### src/sv/heap_sort_engine_unit_macros.svh
// Assertion helpers used by hse_ctrl.
`ifndef HEAP_SORT_ENGINE_UNIT_MACROS_SVH
`define HEAP_SORT_ENGINE_UNIT_MACROS_SVH
`ifndef SYNTHESIS
`define HSE_ASSERT_IMP(lbl, clk, rstn, ante, cons) \
    lbl: assert property (@(posedge clk) disable iff (!rstn) (ante) |-> (cons)) \
        else $error("hse: check failed");
`define HSE_ASSERT_NXT(lbl, clk, rstn, ante, cons) \
    lbl: assert property (@(posedge clk) disable iff (!rstn) (ante) |=> (cons)) \
        else $error("hse: check failed");
`else
`define HSE_ASSERT_IMP(lbl, clk, rstn, ante, cons)
`define HSE_ASSERT_NXT(lbl, clk, rstn, ante, cons)
`endif
`endif

### src/sv/hse_pkg.sv
package hse_pkg;

    localparam int unsigned DATA_W       = 32;
    localparam int unsigned CAPACITY_DEF = 64;

    typedef enum logic [3:0] {
        ST_LOAD,
        ST_BLD_RD,
        ST_BLD_CAP,
        ST_SFT_RDL,
        ST_SFT_RDR,
        ST_SFT_CMP,
        ST_SD_RD0,
        ST_SD_RDJ,
        ST_SD_SW,
        ST_EM_RD,
        ST_EM_WR
    } hse_state_t;

    // one result beat handed from the sequencer to the output register
    typedef struct packed {
        logic valid;
        logic last;
        logic ovf;
    } emit_t;

    function automatic logic value_less(input logic [DATA_W-1:0] a,
                                        input logic [DATA_W-1:0] b);
        return $signed(a) < $signed(b);
    endfunction

endpackage

### src/sv/hse_ram.sv
module hse_ram import hse_pkg::*; #(
    parameter int unsigned DEPTH = CAPACITY_DEF,
    parameter int unsigned AW    = $clog2(CAPACITY_DEF)
) (
    input  logic              aclk,
    input  logic              we,
    input  logic [AW-1:0]     waddr,
    input  logic [DATA_W-1:0] wdata,
    input  logic [AW-1:0]     raddr,
    output logic [DATA_W-1:0] rdata
);

    logic [DATA_W-1:0] store_mem [DEPTH];
    logic [DATA_W-1:0] rdata_reg;

    always_ff @(posedge aclk) begin
        if (we) begin
            store_mem[waddr] <= wdata;
        end
    end

    always_ff @(posedge aclk) begin
        rdata_reg <= store_mem[raddr];
    end

    assign rdata = rdata_reg;

endmodule

### src/sv/hse_ctrl.sv
`include "heap_sort_engine_unit_macros.svh"

module hse_ctrl import hse_pkg::*; #(
    parameter int unsigned CAPACITY = CAPACITY_DEF,
    parameter int unsigned AW       = $clog2(CAPACITY_DEF)
) (
    input  logic              aclk,
    input  logic              aresetn,
    input  logic              in_valid,
    output logic              in_ready,
    input  logic [DATA_W-1:0] in_value,
    input  logic              in_last,
    input  logic              slot_free,
    output emit_t             emit,
    output logic              mem_we,
    output logic [AW-1:0]     mem_waddr,
    output logic [DATA_W-1:0] mem_wdata,
    output logic [AW-1:0]     mem_raddr,
    input  logic [DATA_W-1:0] mem_rdata
);

    localparam int unsigned CW = $clog2(CAPACITY + 1);
    localparam int unsigned IW = AW + 2;

    hse_state_t        state_reg, state_next;
    logic [CW-1:0]     count_reg, count_next;
    logic              ovf_reg, ovf_next;
    logic [AW-1:0]     node_reg, node_next;
    logic [AW-1:0]     bound_reg, bound_next;
    logic [AW-1:0]     idx_reg, idx_next;
    logic              build_reg, build_next;
    logic [DATA_W-1:0] cur_reg, cur_next;
    logic [DATA_W-1:0] lval_reg, lval_next;
    logic [DATA_W-1:0] root_reg, root_next;

    logic [IW-1:0]     lidx, ridx, bound_x;
    logic [CW-1:0]     n_fin;
    logic              take_r;
    logic [DATA_W-1:0] cval;
    logic [IW-1:0]     cidx;
    logic              sift_done;

    always_ff @(posedge aclk) begin
        if (!aresetn) begin
            state_reg <= ST_LOAD;
            count_reg <= '0;
            ovf_reg   <= 1'b0;
        end else begin
            state_reg <= state_next;
            count_reg <= count_next;
            ovf_reg   <= ovf_next;
        end
    end

    always_ff @(posedge aclk) begin
        node_reg  <= node_next;
        bound_reg <= bound_next;
        idx_reg   <= idx_next;
        build_reg <= build_next;
        cur_reg   <= cur_next;
        lval_reg  <= lval_next;
        root_reg  <= root_next;
    end

    assign lidx    = {1'b0, node_reg, 1'b1};
    assign ridx    = {1'b0, node_reg, 1'b0} + IW'(2);
    assign bound_x = {2'b00, bound_reg};
    // right child only counts when it lies inside the heap
    assign take_r  = (ridx <= bound_x) && value_less(lval_reg, mem_rdata);
    assign cval    = take_r ? mem_rdata : lval_reg;
    assign cidx    = take_r ? ridx : lidx;
    assign n_fin   = (count_reg < CW'(CAPACITY)) ? count_reg + CW'(1) : count_reg;

    always_comb begin
        state_next = state_reg;
        count_next = count_reg;
        ovf_next   = ovf_reg;
        node_next  = node_reg;
        bound_next = bound_reg;
        idx_next   = idx_reg;
        build_next = build_reg;
        cur_next   = cur_reg;
        lval_next  = lval_reg;
        root_next  = root_reg;
        in_ready   = 1'b0;
        emit       = '0;
        mem_we     = 1'b0;
        mem_waddr  = node_reg;
        mem_wdata  = cur_reg;
        mem_raddr  = '0;
        sift_done  = 1'b0;

        case (state_reg)
            ST_LOAD: begin
                in_ready = 1'b1;
                if (in_valid) begin
                    if (count_reg < CW'(CAPACITY)) begin
                        mem_we     = 1'b1;
                        mem_waddr  = count_reg[AW-1:0];
                        mem_wdata  = in_value;
                        count_next = count_reg + CW'(1);
                    end else begin
                        ovf_next = 1'b1;
                    end
                    if (in_last) begin
                        bound_next = AW'(n_fin - CW'(1));
                        if (n_fin < CW'(2)) begin
                            idx_next   = '0;
                            state_next = ST_EM_RD;
                        end else begin
                            idx_next   = AW'(((n_fin - CW'(1)) >> 1) + CW'(1));
                            state_next = ST_BLD_RD;
                        end
                    end
                end
            end
            ST_BLD_RD: begin
                mem_raddr  = idx_reg - AW'(1);
                node_next  = idx_reg - AW'(1);
                state_next = ST_BLD_CAP;
            end
            ST_BLD_CAP: begin
                cur_next   = mem_rdata;
                build_next = 1'b1;
                state_next = ST_SFT_RDL;
            end
            ST_SFT_RDL: begin
                if (lidx > bound_x) begin
                    mem_we    = 1'b1;
                    sift_done = 1'b1;
                end else begin
                    mem_raddr  = lidx[AW-1:0];
                    state_next = ST_SFT_RDR;
                end
            end
            ST_SFT_RDR: begin
                mem_raddr  = ridx[AW-1:0];
                lval_next  = mem_rdata;
                state_next = ST_SFT_CMP;
            end
            ST_SFT_CMP: begin
                mem_we = 1'b1;
                if (value_less(cur_reg, cval)) begin
                    // larger child moves up, the hole moves down
                    mem_wdata  = cval;
                    node_next  = cidx[AW-1:0];
                    state_next = ST_SFT_RDL;
                end else begin
                    sift_done = 1'b1;
                end
            end
            ST_SD_RD0: begin
                mem_raddr  = '0;
                state_next = ST_SD_RDJ;
            end
            ST_SD_RDJ: begin
                mem_raddr  = idx_reg;
                root_next  = mem_rdata;
                state_next = ST_SD_SW;
            end
            ST_SD_SW: begin
                cur_next   = mem_rdata;
                mem_we     = 1'b1;
                mem_waddr  = idx_reg;
                mem_wdata  = root_reg;
                node_next  = '0;
                bound_next = idx_reg - AW'(1);
                build_next = 1'b0;
                state_next = ST_SFT_RDL;
            end
            ST_EM_RD: begin
                mem_raddr = idx_reg;
                if (slot_free) begin
                    state_next = ST_EM_WR;
                end
            end
            ST_EM_WR: begin
                emit.valid = 1'b1;
                emit.last  = (CW'(idx_reg) + CW'(1)) == count_reg;
                emit.ovf   = ovf_reg;
                if (emit.last) begin
                    count_next = '0;
                    ovf_next   = 1'b0;
                    state_next = ST_LOAD;
                end else begin
                    idx_next   = idx_reg + AW'(1);
                    state_next = ST_EM_RD;
                end
            end
            default: begin
                state_next = ST_LOAD;
            end
        endcase

        if (sift_done) begin
            if (build_reg) begin
                if (idx_reg == AW'(1)) begin
                    idx_next   = bound_reg;
                    state_next = ST_SD_RD0;
                end else begin
                    idx_next   = idx_reg - AW'(1);
                    state_next = ST_BLD_RD;
                end
            end else begin
                if (idx_reg == AW'(1)) begin
                    idx_next   = '0;
                    state_next = ST_EM_RD;
                end else begin
                    idx_next   = idx_reg - AW'(1);
                    state_next = ST_SD_RD0;
                end
            end
        end
    end

    `HSE_ASSERT_IMP(a_count_cap, aclk, aresetn, 1'b1, count_reg <= CW'(CAPACITY))
    `HSE_ASSERT_IMP(a_emit_slot, aclk, aresetn, emit.valid, slot_free)
    `HSE_ASSERT_IMP(a_cmp_inside, aclk, aresetn, state_reg == ST_SFT_CMP, node_reg < bound_reg)
    `HSE_ASSERT_NXT(a_last_leaves, aclk, aresetn, in_valid && in_ready && in_last,
                    state_reg != ST_LOAD)
    `HSE_ASSERT_IMP(a_ovf_full, aclk, aresetn, $rose(ovf_reg), count_reg == CW'(CAPACITY))

endmodule

### src/sv/heap_sort_engine_unit.sv
// channel | dir | tdata                   | tlast     | tuser
// s_      | in  | [31:0] value (signed)   | last      | -
// m_      | out | [31:0] sorted_value     | final_res | [0] overflow
//
// Loading accepts one beat per cycle; the store is a single memory with one
// read and one write port and a registered read.
// Sorting n values: heap build plus n-1 root extractions; each sift level
// reads the left child, reads the right child, then compares and writes.
// Results are then read out in order, each waiting for a free output slot.
// aresetn is synchronous, active low; it clears the count and the flag,
// not the store. An output register holds a stalled result beat.
module heap_sort_engine_unit import hse_pkg::*; #(
    parameter int unsigned CAPACITY = CAPACITY_DEF
) (
    input  logic        aclk,
    input  logic        aresetn,
    input  logic        s_tvalid,
    output logic        s_tready,
    input  logic [31:0] s_tdata,   // [31:0] value
    input  logic        s_tlast,
    output logic        m_tvalid,
    input  logic        m_tready,
    output logic [31:0] m_tdata,   // [31:0] sorted_value
    output logic        m_tlast,
    output logic [0:0]  m_tuser    // [0] overflow
);

    localparam int unsigned AW = $clog2(CAPACITY);

    emit_t             emit;
    logic              slot_free;
    logic              mem_we;
    logic [AW-1:0]     mem_waddr;
    logic [DATA_W-1:0] mem_wdata;
    logic [AW-1:0]     mem_raddr;
    logic [DATA_W-1:0] mem_rdata;

    logic              m_valid_reg, m_valid_next;
    logic [DATA_W-1:0] m_data_reg, m_data_next;
    logic              m_last_reg, m_last_next;
    logic              m_ovf_reg, m_ovf_next;

    hse_ctrl #(
        .CAPACITY (CAPACITY),
        .AW       (AW)
    ) u_ctrl (
        .aclk      (aclk),
        .aresetn   (aresetn),
        .in_valid  (s_tvalid),
        .in_ready  (s_tready),
        .in_value  (s_tdata),
        .in_last   (s_tlast),
        .slot_free (slot_free),
        .emit      (emit),
        .mem_we    (mem_we),
        .mem_waddr (mem_waddr),
        .mem_wdata (mem_wdata),
        .mem_raddr (mem_raddr),
        .mem_rdata (mem_rdata)
    );

    hse_ram #(
        .DEPTH (CAPACITY),
        .AW    (AW)
    ) u_ram (
        .aclk  (aclk),
        .we    (mem_we),
        .waddr (mem_waddr),
        .wdata (mem_wdata),
        .raddr (mem_raddr),
        .rdata (mem_rdata)
    );

    assign slot_free = !m_valid_reg || m_tready;

    always_comb begin
        m_valid_next = m_valid_reg;
        m_data_next  = m_data_reg;
        m_last_next  = m_last_reg;
        m_ovf_next   = m_ovf_reg;
        if (emit.valid) begin
            m_valid_next = 1'b1;
            m_data_next  = mem_rdata;
            m_last_next  = emit.last;
            m_ovf_next   = emit.ovf;
        end else if (m_tready) begin
            m_valid_next = 1'b0;
        end
    end

    always_ff @(posedge aclk) begin
        if (!aresetn) begin
            m_valid_reg <= 1'b0;
        end else begin
            m_valid_reg <= m_valid_next;
        end
    end

    always_ff @(posedge aclk) begin
        m_data_reg <= m_data_next;
        m_last_reg <= m_last_next;
        m_ovf_reg  <= m_ovf_next;
    end

    assign m_tvalid   = m_valid_reg;
    assign m_tdata    = m_data_reg;
    assign m_tlast    = m_last_reg;
    assign m_tuser[0] = m_ovf_reg;

endmodule

### config.mk
export PLATFORM = sky130hd
export DESIGN_NAME = heap_sort_engine_unit
export DESIGN_NICKNAME = d
export VERILOG_FILES = /design/src/sv/hse_pkg.sv /design/src/sv/hse_ram.sv /design/src/sv/hse_ctrl.sv /design/src/sv/heap_sort_engine_unit.sv
export VERILOG_INCLUDE_DIRS = /design/src /design/src/sv
export SDC_FILE = /design/constraint.sdc
export NUM_CORES = 2
export LEC_CHECK = 0
export ABC_AREA = 1
export BUFFER_PORTS_ARGS = -buffer_cell sky130_fd_sc_hd__buf_2
export CAP_MARGIN = 20
export CELL_PAD_IN_SITES_DETAIL_PLACEMENT = 0
export CELL_PAD_IN_SITES_GLOBAL_PLACEMENT = 1
export CORE_ASPECT_RATIO = 1.2
export CORE_MARGIN = 2
export CORE_UTILIZATION = 45
export CTS_CLUSTER_SIZE = 14
export DETAILED_ROUTE_END_ITERATION = 10
export GPL_TIMING_DRIVEN = 0
export PLACE_DENSITY_LB_ADDON = 0.3
export REMOVE_ABC_BUFFERS = 1
export SYNTH_ARGS = -nofsm -noshare
export SYNTH_HDL_FRONTEND = slang
export SYNTH_SLANG_ARGS = --single-unit
### constraint.sdc
create_clock -name aclk -period 8.4 [get_ports aclk]
set_clock_uncertainty 0.1 [all_clocks]
set_input_delay 0.42 -clock aclk [delete_from_list [all_inputs] [get_ports aclk]]
set_output_delay 0.42 -clock aclk [all_outputs]
set_load 0.05 [all_outputs]
==> results.json <==
{
  "num_vias": 60493,
  "dp_cells": 10439,
  "synth_edf_count": 2197,
  "wl_per_cell_um": 23.40,
  "p_per_area_nw_per_um2": 414.2,
  "drc": 0,
  "status": "finished, final reports clean",
  "final_area_sq_um": 110100,
  "synth.cell_area_sq_um": 94080,
  "clk_latency_ns": 0.86,
  "ys_warn_count": 0,
  "setup_viol_count_final": 0,
  "ys_async_sr_fraction_pct": 0,
  "start_util_pct": 45.35,
  "drive_gt1_share_pct": 10.53,
  "drt-initial-drc-count": 6042,
  "cts_inserted_buffers": 211,
  "die_y_um": 504.9,
  "final_cells": 10881,
  "crit_path_max_fanout": 46,
  "synth.avg_cell_area_sq_um": 12.12,
  "cts.clk_slew.worst_paths_ns": 0.06,
  "multi_input_area_sq_um": 21290,
  "grt.overflow.total": 0,
  "finalWorstSetupSlack_ns": 0.7879,
  "yosysTopAreaCellShare_pct": 70.12,
  "min_period_ns": 7.612,
  "syn_inst": 7764,
  "globalplace.congestion": 0.8283,
  "die_area_sq_um": 212800,
  "drv_cap": 0,
  "post-dp-hpwl_mm": 161.9,
  "cp.required_ns": 8.90,
  "synthToLayoutAreaGrowth_pct": 17.03,
  "final_hold_viol_count": 0,
  "grt_pass1_vias": 56709,
  "worst_pin_slew_ns": 1.161,
  "via_per_inst": 5.560,
  "yosysTopAreaCell": "edfxtp_1",
  "drv_slew": 0,
  "crit_arrival_ns": 8.12,
  "yosysSeqAreaShare_pct": 71.08,
  "grt_pass1_wl_mm": 373.9,
  "ir_worst_vdd_mv": 0.2772,
  "dp_slack_ns": -0.3391,
  "fp.dieW_um": 421.4,
  "place_area_sq_um": 102700,
  "regArea_sq_um": 66870,
  "fmax_mhz": 131.4,
  "tritoncts": "done",
  "fin_nets": 8038,
  "wl_mm": 254.6,
  "p_leak_nw": 38.51,
  "slew_headroom_pct": 22.13,
  "io_buffers": 72,
  "min_path_type": "in2reg",
  "critPathLaunchType": "flip-flop",
  "cts_max_level": 4,
  "clock_path_buffers": 3,
  "pin_count": 73,
  "utilization_pct": 53.07,
  "synth_cell_types": 46,
  "antenna_found_initial": 11,
  "grt_max_degree": 80,
  "yosys_most_used_dff": "edfxtp_1",
  "firstDrtPassIters": 6,
  "ys_top_cells_by_area": "edfxtp_1, inv_1, nand3_1",
  "ant_nets": 0,
  "rsz0062_at_grt": "false",
  "ys_ff_latch": 2242,
  "largest_reg_flops": 2048,
  "grtUsageTotal_pct": 23.56,
  "max_flop_register": "u_ram.store_mem",
  "finalCritPeriodShare_pct": 90.62,
  "final.fill_count": 17228,
  "finalPower_mw": 45.61,
  "end_kind": "flip-flop",
  "cts_root_buffer": "clkbuf_16",
  "rows": 183,
  "fp.coreArea_sq_um": 207400,
  "clkSinkCount": 2242,
  "critPathKind": "reg2reg"
}
synthesized netlist by cell type, types with 2 or more instances:
cell	number
edfxtp_1	2197
and3_1	3
a211oi_1	29
inv_2	11
xnor2_1	5
o221ai_1	3
o211ai_1	525
dfxtp_1	45
nand2_2	5
a221oi_1	16
o311ai_0	4
a21oi_1	604
buf_2	216
a32o_1	7
nor2_1	169
ha_1	80
clkbuf_1	198
mux2_2	6
buf_1	58
o21ai_1	11
nor2_2	3
inv_1	1169
xor2_1	21
clkinv_1	2
nor4_1	3
a22oi_1	8
o21ai_2	3
o31ai_1	14
nand4_1	51
nand2_1	802
nor3_1	15
o22ai_1	28
o21ai_0	583
nand3_1	801
nand2_4	2
buf_4	9
a31oi_1	48
nand3_4	2
cells in the final DEF (no fill, tap or decap), types with 11 or more instances in the layout:
cell type,count
buf_6,11
xor2_1,21
a211oi_1,29
clkbuf_1,36
nor3_1,15
a221oi_1,16
bufinv_16,24
buf_4,28
o22ai_1,28
buf_12,161
nand3_1,801
ha_1,80
buf_2,74
dfxtp_1,45
a31oi_1,47
edfxtp_1,2197
clkinv_1,40
o211ai_1,525
nor2_1,100
nand4_1,53
a21oi_1,604
nand2_1,802
clkinv_2,51
inv_1,1164
buf_8,75
o31ai_1,14
inv_2,12
clkbuf_16,218
buf_16,67
o21ai_0,580
nor2_4,70
path summary, 6_finish.rpt:
path / startpoint / to / slack [ns] / cells past startpoint
min reg2reg: u_ctrl.ovf_reg / u_ctrl.ovf_reg / 0.39 / 2
min: s_tdata[16] / u_ram.store_mem[43][16] / 0.05 / 4
max: u_ctrl.node_reg[0] / u_ram.store_mem[13][7] / 0.79 / 27
max reg2reg: u_ctrl.node_reg[0] / u_ram.store_mem[13][7] / 0.79 / 27
where the power goes:
group	leakage, nW	switching [mW]	internal, mW
combinational	14.9	13.1	6.00
clock	3.46	4.17	5.55
sequential	20.2	0.398	16.4
total	38.5	17.7	27.9
area by class of cell:
cell class	instances	share of cell area [%]
flip-flops and latches	2242	60.74
inverters	1182	4.051
clock buffers	263	5.190
multi-input cells	3860	19.33
well taps	2775	3.154
clock inverters	129	1.184
diodes	6	0.01364
repair buffers	424	6.333
critical path, cell delays in order, from the launching register on:
cell and delay, ns:
edfxtp_1 0.52, ha_1 0.28, xor2_1 0.32, ha_1 0.31, nand2_1 0.09, nor2_1 0.04
a211oi_1 0.25, o211ai_1 0.14, nand2_2 0.17, nand3_4 0.17, inv_2 0.35, buf_12 0.26
o21ai_0 0.15, ha_1 0.42, nand4_1 0.17, nor4_1 0.49, inv_1 0.12, nor4_2 0.47
nand2_2 0.14, nand3_2 0.14, nand2_4 0.31, inv_6 0.39, nand2_1 0.09, nand3_1 0.08
nand4_1 0.53, buf_8 0.39, buf_8 0.17, buf_6 0.16
what timing repair did:
| action | in CTS | in global routing |
|---|---|---|
| setup endpoints to repair | 864 | 612 |
| cloned | 1 | 1 |
| setup buffers | 9 | 19 |
| endpoints found under the hold margin | 15 | 1 |
| pin swaps | 0 | 2 |
| resized for setup | 2 | 2 |
| hold buffers | 5 | 1 |
kinds of logic after synthesis:
| group | synth area share (%) |
|---|---|
| and+or+nand+nor | 8.739 |
| buffers and inverters | 6.970 |
| muxes | 0.07181 |
| xor gates and xnor gates | 0.2420 |
| adders and majority gates | 1.064 |
| AOI/OAI and AO/OA | 11.83 |
| DFF | 71.08 |
stage by stage:
stage / TNS [ns] / hold WS (ns)
2_1_floorplan: -1027.73 / 0.3601
3_3_place_gp: -9992.29 / 0.3836
3_5_place_dp: -96.12 / 0.3800
4_1_cts: 0 / 0.02382
5_1_grt: 0 / 0.01448
6_report: 0 / 0.05043
routing by layer:
layer	part of all wire (%)	global-route usage (%)
met2	50	40.27
met5	0	0
met4	3.1	7.502
met3	5.9	3.448
met1	41	30.94
Note: power is estimated with default switching activity, not from simulation.
